==> src/sv/ptwbb_ram.sv <==
`timescale 1ns / 1ps
// ----------------------------------------------------------------------------
// Generic single-write, single-read RAM
// One write port and one read port with registered read data.
// ----------------------------------------------------------------------------
module ptwbb_ram #(
   parameter int WIDTH = 8,
   parameter int DEPTH = 16
) (
   input  logic                     clock,
   input  logic                     wr_en,
   input  logic [$clog2(DEPTH)-1:0] wr_addr,
   input  logic [WIDTH-1:0]         wr_data,
   input  logic [$clog2(DEPTH)-1:0] rd_addr,
   output logic [WIDTH-1:0]         rd_data
);

   logic [WIDTH-1:0] mem_ff [DEPTH];
   logic [WIDTH-1:0] rd_data_ff;

   always_ff @(posedge clock) begin
      if (wr_en) begin
         mem_ff[wr_addr] <= wr_data;
      end
      rd_data_ff <= mem_ff[rd_addr];
   end

   assign rd_data = rd_data_ff;

endmodule

==> config.mk <==
export PLATFORM = sky130hd
export DESIGN_NAME = ptwbb_ram
export DESIGN_NICKNAME = d
export VERILOG_FILES = /design/src/sv/ptwbb_ram.sv
export SDC_FILE = /design/constraint.sdc
export NUM_CORES = 1
export LEC_CHECK = 0
export ABC_AREA = 1
export BUFFER_PORTS_ARGS = -buffer_cell sky130_fd_sc_hd__buf_2
export CAP_MARGIN = 25
export CORE_UTILIZATION = 34
export CTS_CLUSTER_SIZE = 16
export DETAILED_ROUTE_END_ITERATION = 7
export GPL_TIMING_DRIVEN = 1
export SLEW_MARGIN = 40
export SYNTH_ARGS = -nofsm -noshare
export SYNTH_HDL_FRONTEND = slang
export SYNTH_SLANG_ARGS = --single-unit
==> constraint.sdc <==
create_clock -name clock -period 1.5 [get_ports clock]
set_input_delay 0.15 -clock clock [delete_from_list [all_inputs] [get_ports clock]]
set_output_delay 0.15 -clock clock [all_outputs]
set_load 0.01 [all_outputs]
==> reports/metrics.cfg <==
[drt]
drcViolationCount = 0
wire_per_inst_um = 15.86
initialDrtViolationCount = 308
detail-route-antenna-nets = 0
vias = 3823
drt_pass1_iterations = 5
via_per_inst = 4.628
wl_um = 13100

[worst_setup_path]
cpLargestDelayFamily = simple AND/OR/NAND/NOR gates
r2r_slack_ns = 0.42
path_buf_inv = 1
path_max_fanout = 1
crit_slowest_cell = edfxtp_1
cp-end-kind = flip-flop
required_ns = 1.80
critPathMaxStageDelay_ns = 0.38
crit_chain = inv_1, nand2_1, nand3_1, nand3_1, nand3_1, nand2_1
cp.arrival_ns = 1.38
timing.rr.end = rd_data[7]$_DFF_P_
reg2reg_depth = 6
crit_type = flip-flop to flip-flop
timing.rr.start = mem_ff[3][7]$_DFFE_PP_
critPathMostFrequentCell = nand3_1
critPathLaunchType = flip-flop

[logic_synthesis]
synth_commonest_cells = nand2_1 (173), edfxtp_1 (128), inv_1 (100)
dominantRegCellSynth = edfxtp_1
synthesis.area_um2 = 5767
synth_fp_nets = 569
synth.most_common_cell = nand2_1
ys_async_sr_fraction = 0
syn_inst = 551
synth-edff-count = 128
yosys_warnings = 0
synth_top_cell_by_area = edfxtp_1
synth_top_cell_area_share = 0.6665
synth_area_leaders = edfxtp_1 (67%), nand2_1 (11%), nand3_1 (8.4%)
synth.distinct_cells = 12
synth.yosys.seq_area_share = 0.6943
syn_area_per_cell_um2 = 10.47
ys_ff_latch = 136

[cts]
tritoncts = done
numCtsBuffers = 17
cts_setup_buffers = 0
cts_max_level = 4
holdBufCountCts = 0
cts_resized = 0
insertion_delay_ns = 0.41
clk_path_buf_depth = 2
cts_sinks = 136
clkTransAtPathRegs_ns = 0.06
cts-root-buf = clkbuf_16

[die]
rows = 47
start_util = 0.3477
dieWidth_um = 132.2
core_area_um2 = 16580
chipHeight_um = 132.2
io_pins = 26
dieArea_um2 = 17490

[sta]
finalSetupTns_ns = 0
slew_headroom = 0.7525
final_max_slew_viol_count = 0
tightest_slew_ns = 0.3713
rsz0062_at_grt = false
whs_ns = 0.1070
clock_skew_ns = 0.003770
max_freq_mhz = 928.1
period_minus_slack_ns = 1.078
setup_viol = 0
fin_crit_sh = 0.7183
hold_violations = 0

[power]
pwr_density_cell_nw_per_um2 = 1360
finalPower_mw = 9.345
power.leakage_nw = 2.950
max-vdd-ir-drop_v = 0.0008106

[grt]
grt_util_all_layers = 0.1601
grt_pass1_vias = 3725
grt_pass1_wl_um = 20600
grt_max_degree = 65
antenna_found_initial = 0
overflow = 0

[place]
hpwl_um = 7753
gp_congestion = 0.7752
place.port_buffers = 25

[min_path]
worst_hold_path.endpoint = rd_data[5]$_DFF_P_
hold_path_depth = 3
min_from = rd_addr[3]
hp-class = primary input to flip-flop

[flow_run]
max-cap-violations = 0

[finish]
fin_nets = 611
nFillCells = 1596
area_growth_pct = 19.11
antenna_cells = 0
layout-drive-gt1-share = 0.1337

[run_status]
outcome = complete, no violations

[worst max path at each step]
stage / from / depth (start not counted) / slack (ns) / end
floorplan: wr_addr[2] / 2 / 0.40 / mem_ff[10][0]$_DFFE_PP_
global placement: rd_addr[0] / 8 / 0.18 / rd_data[2]$_DFF_P_
detailed placement: rd_addr[0] / 8 / 0.17 / rd_data[2]$_DFF_P_
CTS: rd_data[3]$_DFF_P_ / 1 / 0.41 / rd_data[3]
global route: mem_ff[3][7]$_DFFE_PP_ / 6 / 0.36 / rd_data[7]$_DFF_P_
finish: mem_ff[3][7]$_DFFE_PP_ / 6 / 0.42 / rd_data[7]$_DFF_P_
[flip-flops by register name, summed over array words and instances (netlist names)]
register	flops
mem_ff	128
rd_data	8
[worst register-to-register path: stages (launching register included)]
cell and delay (ns):
edfxtp_1 0.38, inv_1 0.07, nand2_1 0.05, nand3_1 0.09, nand3_1 0.12, nand3_1 0.18, nand2_1 0.07
[routing by layer]
layer  wire length, µm  GRT usage  up-vias
met1              5796     0.2018     1822
met4               417    0.07599        0
met3               728    0.03960       31
met5                 0          0        -
li1                  -          -     1854
met2              6162     0.2590      116
[kinds of logic after synthesis]
kind of cell,Yosys count,share of synthesized area
AND/OR/NAND/NOR,289,0.2105
buffers and inverters,126,0.09525
flip-flops,136,0.6943
[area by class of cell]
class	count	area [µm²]	area share
clock inverters	15	227.7	0.03315
flip-flops and latches	136	4004	0.5829
repair buffers	47	340.3	0.04954
well taps	220	275.3	0.04007
multi-input cells	289	1214	0.1767
inverters	102	382.9	0.05574
clock buffers	17	425.4	0.06193
[per-stage QoR]
stage	cell area [µm²]	std cells	utilization	setup WS, ns
finish	6869	826	0.4142	0.4225
detailed placement	6216	794	0.3748	0.1693
global route	6869	826	0.4142	0.3578
floorplan	5767	551	-	0.3992
CTS	6869	826	0.4142	0.4089
global placement	6216	794	0.3748	0.1812
[placed cells by master, fill, tap and decap left out]
cell        netlist  routed
nand2_1         173     173
edfxtp_1        128     128
inv_1           100     100
nand3_1          97      97
buf_2            13      25
buf_4             4      18
nor2_1           17      17
clkbuf_16         0      17
dfxtp_1           8       8
bufinv_16         0       5
clkinvlp_4        0       5
clkinv_4          0       4
buf_12            0       4
inv_2             2       2
nand3b_1          2       2
clkinv_2          0       1
[report_power, final]
part           internal [mW]  leakage (nW)  switching [mW]
Clock                   2.95         0.301            1.58
Sequential              4.25          1.22          0.0232
Combinational          0.164          1.42           0.378
Note: power is estimated with default switching activity, not from simulation.
